$ cat config.mk
export PLATFORM = sky130hd
export DESIGN_NAME = running_median_two_heaps
export DESIGN_NICKNAME = d
export VERILOG_FILES = /design/src/rmth_pkg.sv /design/src/running_median_two_heaps.sv /design/src/rmth_heap.sv
export VERILOG_INCLUDE_DIRS = /design/src /design/src/src
export SDC_FILE = /design/constraint.sdc
export NUM_CORES = 2
export LEC_CHECK = 0
export ABC_AREA = 1
export BUFFER_PORTS_ARGS = -buffer_cell sky130_fd_sc_hd__buf_4
export CORE_ASPECT_RATIO = 1.2
export CORE_MARGIN = 1.5
export CORE_UTILIZATION = 49
export CTS_CLUSTER_DIAMETER = 150
export CTS_CLUSTER_SIZE = 20
export DETAILED_ROUTE_END_ITERATION = 6
export PLACE_DENSITY = 0.69
export SETUP_SLACK_MARGIN = 0.15
export SYNTH_ARGS = -nofsm -noshare
export SYNTH_HDL_FRONTEND = slang
export SYNTH_HIERARCHICAL = 1
export SYNTH_SLANG_ARGS = --single-unit
$ cat constraint.sdc
create_clock -name i_clk -period 22 [get_ports i_clk]
set_clock_uncertainty 0.05 [all_clocks]
set_input_delay 0 -clock i_clk [delete_from_list [all_inputs] [get_ports i_clk]]
set_output_delay 0 -clock i_clk [all_outputs]
set_load 0.01 [all_outputs]
$ cat src/assert_macros.svh
// Assertion macros for the running median block.
// Included by files that carry concurrent assertions; no other dependencies.
`ifndef ASSERT_MACROS_SVH
`define ASSERT_MACROS_SVH
`ifndef SYNTHESIS
`define AST_ALWAYS(lbl, clk, rst_n, expr) \
    lbl: assert property (@(posedge clk) disable iff (!(rst_n)) (expr)) \
        else $error("assertion failed: %m");
`define AST_NEXT(lbl, clk, rst_n, ante, cons) \
    lbl: assert property (@(posedge clk) disable iff (!(rst_n)) (ante) |=> (cons)) \
        else $error("assertion failed: %m");
`else
`define AST_ALWAYS(lbl, clk, rst_n, expr)
`define AST_NEXT(lbl, clk, rst_n, ante, cons)
`endif
`endif

$ cat src/rmth_pkg.sv
// Shared types for the running median block: state encodings and heap control.
// No dependencies.
package rmth_pkg;

    typedef enum logic [1:0] {
        HOP_NONE,
        HOP_PUSH,
        HOP_POP
    } t_heap_op;

    typedef struct packed {
        t_heap_op op;
        logic     clear;
    } t_heap_ctl;

    typedef enum logic [2:0] {
        H_IDLE,
        H_UP_RD,
        H_UP_CMP,
        H_DN_LAST,
        H_DN_RD,
        H_DN_CMP
    } t_heap_state;

    typedef enum logic [2:0] {
        S_IDLE,
        S_DEC,
        S_PUSH1,
        S_BAL,
        S_POP,
        S_PUSH2,
        S_FIN
    } t_top_state;

endpackage

$ cat src/running_median_two_heaps.sv
// Running median engine: top level with the control sequencer and output register.
// Depends on rmth_pkg, rmth_heap and assert_macros.svh.
//
// Each word carries a sample and a restart flag; each accepted word yields one result
// word with the median of the samples held, the held count and a dropped flag. Words
// are handled one at a time. An item takes a push into one heap, and when the balance
// breaks a pop from that heap and a push into the other; each heap walk takes a read
// step and then a compare and write step per level of the heap memory. A dropped
// sample skips the heaps. A result waits in its output register while the next word
// is taken.
`include "assert_macros.svh"
module running_median_two_heaps #(
    parameter int CAPACITY     = 64,
    parameter int SAMPLE_WIDTH = 32
) (
    input  logic        i_clk,
    input  logic        i_rst_n,
    input  logic        i_valid,
    output logic        o_ready,
    input  logic [31:0] i_sample,
    input  logic        i_restart,
    output logic        o_valid,
    input  logic        i_ready,
    output logic [31:0] o_median,
    output logic [6:0]  o_held_count,
    output logic        o_dropped
);
    import rmth_pkg::*;

    localparam int SW    = SAMPLE_WIDTH;
    localparam int DEPTH = CAPACITY / 2 + 2;
    localparam int CW    = $clog2(DEPTH + 1);
    localparam int HW    = CW + 1;

    t_top_state r_state, n_state;
    logic signed [SW-1:0] r_x, n_x;
    logic r_tolow, n_tolow, r_drop, n_drop;
    logic r_ovalid, n_ovalid;
    logic r_odrop, n_odrop;
    logic signed [31:0] r_med, n_med;
    logic [6:0] r_held, n_held;

    t_heap_ctl lo_ctl, up_ctl;
    logic signed [SW-1:0] lo_val, up_val, lo_top, up_top, lo_pop, up_pop;
    logic lo_done, up_done;
    logic [CW-1:0] lo_cnt, up_cnt;

    logic [HW-1:0] lc, uc, held;
    logic signed [SW:0] sum, half;
    logic signed [SW-1:0] med;
    logic [31:0] held32;

    rmth_heap #(.DEPTH(DEPTH), .SW(SW), .CW(CW), .IS_MAX(1'b1)) u_lower (
        .i_clk(i_clk), .i_rst_n(i_rst_n), .i_ctl(lo_ctl), .i_val(lo_val),
        .o_done(lo_done), .o_top(lo_top), .o_pop(lo_pop), .o_count(lo_cnt)
    );

    rmth_heap #(.DEPTH(DEPTH), .SW(SW), .CW(CW), .IS_MAX(1'b0)) u_upper (
        .i_clk(i_clk), .i_rst_n(i_rst_n), .i_ctl(up_ctl), .i_val(up_val),
        .o_done(up_done), .o_top(up_top), .o_pop(up_pop), .o_count(up_cnt)
    );

    assign lc     = HW'(lo_cnt);
    assign uc     = HW'(up_cnt);
    assign held   = lc + uc;
    assign held32 = 32'(held);
    assign sum    = (SW+1)'(lo_top) + (SW+1)'(up_top);
    assign half   = (sum + (SW+1)'(sum < 0)) >>> 1;
    assign med    = (lc > uc || uc == '0) ? lo_top : half[SW-1:0];

    assign o_ready = (r_state == S_IDLE);

    always_comb begin
        n_state  = r_state;
        n_x      = r_x;
        n_tolow  = r_tolow;
        n_drop   = r_drop;
        n_ovalid = r_ovalid;
        n_odrop  = r_odrop;
        n_med    = r_med;
        n_held   = r_held;
        lo_ctl   = '{op: HOP_NONE, clear: 1'b0};
        up_ctl   = '{op: HOP_NONE, clear: 1'b0};
        lo_val   = r_x;
        up_val   = r_x;
        if (r_ovalid && i_ready) begin
            n_ovalid = 1'b0;
        end
        unique case (r_state)
            S_IDLE: begin
                if (i_valid) begin
                    n_x          = i_sample[SW-1:0];
                    lo_ctl.clear = i_restart;
                    up_ctl.clear = i_restart;
                    n_state      = S_DEC;
                end
            end
            S_DEC: begin
                if (held >= HW'(CAPACITY)) begin
                    n_drop  = 1'b1;
                    n_state = S_FIN;
                end else begin
                    n_drop  = 1'b0;
                    n_tolow = (lc == '0) || (r_x < lo_top);
                    if ((lc == '0) || (r_x < lo_top)) begin
                        lo_ctl.op = HOP_PUSH;
                    end else begin
                        up_ctl.op = HOP_PUSH;
                    end
                    n_state = S_PUSH1;
                end
            end
            S_PUSH1: begin
                if (r_tolow ? lo_done : up_done) begin
                    n_state = S_BAL;
                end
            end
            S_BAL: begin
                if (r_tolow && (uc + HW'(1) < lc)) begin
                    lo_ctl.op = HOP_POP;
                    n_state   = S_POP;
                end else if (!r_tolow && (uc > lc)) begin
                    up_ctl.op = HOP_POP;
                    n_state   = S_POP;
                end else begin
                    n_state = S_FIN;
                end
            end
            S_POP: begin
                if (r_tolow && lo_done) begin
                    up_ctl.op = HOP_PUSH;
                    up_val    = lo_pop;
                    n_state   = S_PUSH2;
                end else if (!r_tolow && up_done) begin
                    lo_ctl.op = HOP_PUSH;
                    lo_val    = up_pop;
                    n_state   = S_PUSH2;
                end
            end
            S_PUSH2: begin
                if (r_tolow ? up_done : lo_done) begin
                    n_state = S_FIN;
                end
            end
            S_FIN: begin
                if (!r_ovalid || i_ready) begin
                    n_ovalid = 1'b1;
                    n_odrop  = r_drop;
                    n_med    = 32'(med);
                    n_held   = held32[6:0];
                    n_state  = S_IDLE;
                end
            end
            default: n_state = S_IDLE;
        endcase
    end

    always_ff @(posedge i_clk) begin
        if (!i_rst_n) begin
            r_state  <= S_IDLE;
            r_ovalid <= 1'b0;
        end else begin
            r_state  <= n_state;
            r_ovalid <= n_ovalid;
        end
        r_x     <= n_x;
        r_tolow <= n_tolow;
        r_drop  <= n_drop;
        r_odrop <= n_odrop;
        r_med   <= n_med;
        r_held  <= n_held;
    end

    assign o_valid      = r_ovalid;
    assign o_median     = r_med;
    assign o_held_count = r_held;
    assign o_dropped    = r_odrop;

    `AST_ALWAYS(a_cap, i_clk, i_rst_n, held <= HW'(CAPACITY))
    `AST_ALWAYS(a_bal, i_clk, i_rst_n, !(r_state == S_IDLE) || lc == uc || lc == uc + HW'(1))
    `AST_NEXT(a_busy, i_clk, i_rst_n, i_valid && o_ready, !o_ready)

endmodule

$ cat src/rmth_heap.sv
// One binary heap held in a two-read, one-write synchronous memory.
// Push sifts a hole up, pop sifts a hole down; depends on rmth_pkg.
module rmth_heap #(
    parameter int DEPTH = 34,
    parameter int SW    = 32,
    parameter int CW    = 6,
    parameter bit IS_MAX = 1'b1
) (
    input  logic                i_clk,
    input  logic                i_rst_n,
    input  rmth_pkg::t_heap_ctl i_ctl,
    input  logic signed [SW-1:0] i_val,
    output logic                o_done,
    output logic signed [SW-1:0] o_top,
    output logic signed [SW-1:0] o_pop,
    output logic [CW-1:0]       o_count
);
    import rmth_pkg::*;

    localparam int AW = $clog2(DEPTH);
    localparam int IW = CW + 1;

    logic signed [SW-1:0] mem [DEPTH];
    logic signed [SW-1:0] r_rd0, r_rd1;
    logic [AW-1:0] raddr0, raddr1, waddr;
    logic          we;
    logic signed [SW-1:0] wdata;

    t_heap_state r_state, n_state;
    logic [CW-1:0] r_cnt, n_cnt;
    logic [IW-1:0] r_i, n_i;
    logic signed [SW-1:0] r_v, n_v, r_top, n_top, r_pop, n_pop;

    logic [IW-1:0] par, lch, rch, cnt_w, nm1;
    logic lsel, rsel;
    logic signed [SW-1:0] bestv;

    function automatic logic above(logic signed [SW-1:0] a, logic signed [SW-1:0] b);
        return IS_MAX ? (a > b) : (a < b);
    endfunction

    assign cnt_w = IW'(r_cnt);
    assign nm1   = cnt_w - IW'(1);
    assign par   = (r_i - IW'(1)) >> 1;
    assign lch   = (r_i << 1) + IW'(1);
    assign rch   = (r_i << 1) + IW'(2);
    assign lsel  = (lch < cnt_w) && above(r_rd0, r_v);
    assign bestv = lsel ? r_rd0 : r_v;
    assign rsel  = (rch < cnt_w) && above(r_rd1, bestv);

    always_comb begin
        n_state = r_state;
        n_cnt   = r_cnt;
        n_i     = r_i;
        n_v     = r_v;
        n_top   = r_top;
        n_pop   = r_pop;
        raddr0  = '0;
        raddr1  = '0;
        waddr   = r_i[AW-1:0];
        wdata   = r_v;
        we      = 1'b0;
        o_done  = 1'b0;
        unique case (r_state)
            H_IDLE: begin
                if (i_ctl.clear) begin
                    n_cnt = '0;
                end else if (i_ctl.op == HOP_PUSH) begin
                    n_cnt   = r_cnt + CW'(1);
                    n_i     = cnt_w;
                    n_v     = i_val;
                    n_state = H_UP_RD;
                end else if (i_ctl.op == HOP_POP) begin
                    n_pop   = r_top;
                    n_cnt   = r_cnt - CW'(1);
                    raddr0  = nm1[AW-1:0];
                    n_state = H_DN_LAST;
                end
            end
            H_UP_RD: begin
                if (r_i == '0) begin
                    we      = 1'b1;
                    n_top   = r_v;
                    o_done  = 1'b1;
                    n_state = H_IDLE;
                end else begin
                    raddr0  = par[AW-1:0];
                    n_state = H_UP_CMP;
                end
            end
            H_UP_CMP: begin
                we = 1'b1;
                if (above(r_v, r_rd0)) begin
                    wdata   = r_rd0;
                    n_i     = par;
                    n_state = H_UP_RD;
                end else begin
                    o_done  = 1'b1;
                    n_state = H_IDLE;
                end
            end
            H_DN_LAST: begin
                n_v = r_rd0;
                n_i = '0;
                if (r_cnt == '0) begin
                    o_done  = 1'b1;
                    n_state = H_IDLE;
                end else begin
                    n_state = H_DN_RD;
                end
            end
            H_DN_RD: begin
                raddr0  = lch[AW-1:0];
                raddr1  = rch[AW-1:0];
                n_state = H_DN_CMP;
            end
            H_DN_CMP: begin
                we = 1'b1;
                if (rsel) begin
                    wdata   = r_rd1;
                    n_i     = rch;
                    n_state = H_DN_RD;
                end else if (lsel) begin
                    wdata   = r_rd0;
                    n_i     = lch;
                    n_state = H_DN_RD;
                end else begin
                    o_done  = 1'b1;
                    n_state = H_IDLE;
                end
                if (r_i == '0) begin
                    n_top = wdata;
                end
            end
            default: n_state = H_IDLE;
        endcase
    end

    always_ff @(posedge i_clk) begin
        if (we) begin
            mem[waddr] <= wdata;
        end
        r_rd0 <= mem[raddr0];
        r_rd1 <= mem[raddr1];
    end

    always_ff @(posedge i_clk) begin
        if (!i_rst_n) begin
            r_state <= H_IDLE;
            r_cnt   <= '0;
        end else begin
            r_state <= n_state;
            r_cnt   <= n_cnt;
        end
        r_i   <= n_i;
        r_v   <= n_v;
        r_top <= n_top;
        r_pop <= n_pop;
    end

    assign o_top   = r_top;
    assign o_pop   = r_pop;
    assign o_count = r_cnt;

endmodule

==> flow_metrics.py <==
metrics = {
    "status": {
        "status": "complete, but fails checks",
        "failed_checks": "DRC",
    },
    "sta": {
        "worst_slew_pin_slew_ps": 1360,
        "grt_setup_unrepaired": "no",
        "slew-limit-headroom_pct": 8.93,
        "period_needed_ps": 10700,
        "hold_viol": 0,
        "setup_tns_ps": 0,
        "drv_slew": 0,
        "period_share_pct": 48.6,
        "setup-violations-final": 0,
        "fmax_mhz": 93.4,
        "fin_hold_ws_ps": 47.0,
    },
    "power": {
        "vdd_drop_max_mv": 0.132,
        "clkPwrFrac_pct": 21.5,
        "p_leak_nw": 52.4,
        "power_mw": 14.0,
        "p_seq_share_pct": 45.9,
        "p_switching_mw": 5.25,
        "switching_share_pct": 37.5,
        "internal_power_mw": 8.73,
        "p_comb_share_pct": 32.6,
        "p_per_area_nw_per_um2": 100,
    },
    "critical_path": {
        "cpMaxStageDelayCell": "buf_4",
        "cpMostUsedCell": "nand2_1",
        "crit_type": "reg -> reg",
        "cp_data_arrival_time_ps": 11220,
        "cp-end-kind": "flop",
        "critPathLaunchType": "flop",
        "worst_ep_required_time_ps": 22510,
        "cp_slowest_stage_delay_ps": 900,
        "worstRegToRegCells": 44,
        "cp_max_fo": 80,
    },
    "synth": {
        "ys_seq_area_share_pct": 59.0,
        "synth-edff-count": 2456,
        "synth_cell_types": 56,
        "avgSynthCellArea_sq_um": 9.91,
        "syn_area_sq_um": 130000,
        "synth_top_flop_cell": "edfxtp_1",
        "yosysWarningCount": 6,
        "async_reset_ff_share_pct": 0,
        "ys_ff_latch": 2606,
        "syn_inst": 13100,
        "syn_nets": 13400,
    },
    "place": {
        "io_buffers": 78,
        "place.gp.congestion": 0.990,
        "dp_hpwl_microns": 246000,
    },
    "clock_tree": {
        "cts_tree": "built",
        "clk_transition_reported_paths_ps": 90,
        "cts.path.max_buffers": 4,
        "htree_num_levels": 4,
        "root_buffer": "clkbuf_16",
        "postCtsSetupBuffers": 0,
        "cts.sinks": 2606,
        "cts_buffers": 156,
        "insertion_delay_ps": 900,
    },
    "route": {
        "viasPerCell": 6.07,
        "routedWlPerCell_microns": 26.4,
        "highest_layer": "met5",
        "drc": 1,
        "ant_nets": 0,
        "drt_first_pass_iters": 7,
        "vias": 100000,
        "drt_iter0_drc": 13000,
        "met3_wirelength_microns": 42200,
        "routed_wl_microns": 436000,
        "routedLengthMet1_microns": 157000,
        "wl_met2_microns": 199000,
    },
    "floorplan": {
        "start_util_pct": 49.2,
        "dieArea_sq_um": 269000,
        "io_pins": 79,
        "core_region_area_sq_um": 264000,
        "row_count": 207,
        "die_w_microns": 473,
        "die_y_microns": 567,
    },
    "layout": {
        "nNetsFinal": 13100,
        "area.growth.synth_to_final_pct": 7.06,
        "layout-drive-gt1-share_pct": 5.89,
    },
    "grt": {
        "grt.total_usage_pct": 31.7,
        "overflow": 0,
        "antenna_found_initial": 11,
        "grt_pass1_wl_microns": 627000,
        "grt_max_degree": 206,
        "grt_pass1_vias": 93000,
    },
    "min_path": {
        "hold_path_class": "in -> reg",
        "whs_path_depth": 4,
    },
    "job": {
        "max-cap-violations": 0,
    },
}
==> power by group through the flow <==
stage	registers (mW)	clock network, mW	logic, mW
finish	6.42	3.00	4.56
global route	6.42	3.17	4.92
CTS	6.40	3.02	4.45
detailed placement	6.51	0	4.42
global placement	6.51	0	4.40
floorplan	6.38	0	2.93
==> cell usage after synthesis, types with 26 or more instances <==
library cell	number	area, sq um
o21ai_1	29	145
buf_2	378	1890
dfxtp_1	150	3000
nand4_1	138	863
nand3_1	1880	9410
edfxtp_1	2456	73800
nand3b_1	258	1940
buf_4	43	323
and2_1	35	219
xor2_1	36	315
nor2_1	455	1710
o311ai_0	64	561
o211ai_1	683	5130
or2_2	35	219
o21ai_0	782	3910
a31oi_1	67	419
clkbuf_1	351	1320
mux2_2	34	383
mux2i_1	256	2560
nor2_2	27	169
nand2_1	2635	9890
a21oi_1	260	1300
nand2_2	26	163
buf_1	50	188
ha_1	244	3050
inv_1	1607	6030
==> cell usage in the layout, fill, tap and decap left out, drive strengths merged, types with 64 or more instances in the layout <==
| master | instances |
|---|---|
| o21ai | 811 |
| o211ai | 683 |
| ha | 244 |
| inv | 1622 |
| dfxtp | 150 |
| nor2 | 490 |
| dlygate4sd3 | 69 |
| clkbuf | 260 |
| nand3 | 1893 |
| nand4 | 143 |
| nand3b | 258 |
| buf | 316 |
| mux2i | 256 |
| a21oi | 262 |
| edfxtp | 2456 |
| a31oi | 67 |
| o311ai | 64 |
| nand2 | 2661 |
==> layout make-up <==
type / count / area (sq um)
Antenna cell: 11 / 27.5
Clock buffer: 260 / 4340
Timing Repair Buffer: 385 / 3240
Sequential cell: 2606 / 76800
Tap cell: 3553 / 4450
Multi-Input combinational cell: 8064 / 44200
Inverter: 1627 / 6140
Clock inverter: 7 / 83.8
Fill cell: 23300 / 125000
==> sequential cells by signal, summed over array words and instances, names as in the netlist, 6 cells and up <==
name	count
o_held_count	7
o_median	32
r_x	32
u_lower/mem	1088
u_lower/o_count	6
u_lower/o_pop	32
u_lower/o_top	32
u_lower/r_i	7
u_lower/r_rd0	32
u_lower/r_rd1	32
u_lower/r_v	32
u_upper/mem	1088
u_upper/o_count	6
u_upper/o_pop	32
u_upper/o_top	32
u_upper/r_i	7
u_upper/r_rd0	32
u_upper/r_rd1	32
u_upper/r_v	32
==> metrics by stage <==
step                      instances  worst slack, ps  util, %  cell area [sq um]
after detailed placement      16200            11670     50.7             134000
after CTS                     16500            11600     52.6             139000
after global routing          16500            10750     52.6             139000
final                         16500            11300     52.7             139000
after global placement        16200            11700     50.7             134000
after floorplan               13100            14430        -             130000
==> metal layers <==
layer | vias up | track usage [%]
li1 | 45000 | -
met1 | 47800 | 39.2
met2 | 5816 | 50.8
met3 | 1536 | 5.11
met4 | 12 | 22.4
met5 | - | 0
==> worst paths after layout <==
check / end / start / slack [ps]
worst min register to register: o_dropped / r_drop / 380
worst max register to register: u_lower/r_rd0[8] / u_upper/r_rd0[25] / 11300
worst max-delay path: u_lower/r_rd0[8] / u_upper/r_rd0[25] / 11300
worst min-delay path: u_upper/o_count[0] / i_rst_n / 50
==> critical path: cells and delay by family (launching register included) <==
| family | cells | cell delay, ps |
|---|---|---|
| simple gates | 28 | 3740 |
| buf+inv | 8 | 3550 |
| compound gates | 5 | 1080 |
| fa+ha+maj | 3 | 1040 |
| flops | 1 | 770 |
==> cells by family (layout without fill, tap and decap cells) <==
logic type	Yosys count	after routing	share of synthesized area (%)
simple gates	5548	5548	19.3
flops	2606	2606	59.0
buf+inv	2456	2279	7.62
compound gates	1936	1936	9.13
mux	290	290	2.26
fa+ha+maj	246	246	2.38
xor+xnor	44	44	0.296
other cells	0	11	0
==> repair_timing <==
action / in CTS / in global routing
hold endpoints to repair: 86 / 0
endpoints found under the setup margin: 0 / 0
resized for setup: 0 / 0
hold buffers: 69 / 0
(Power assumes the default switching activity.)
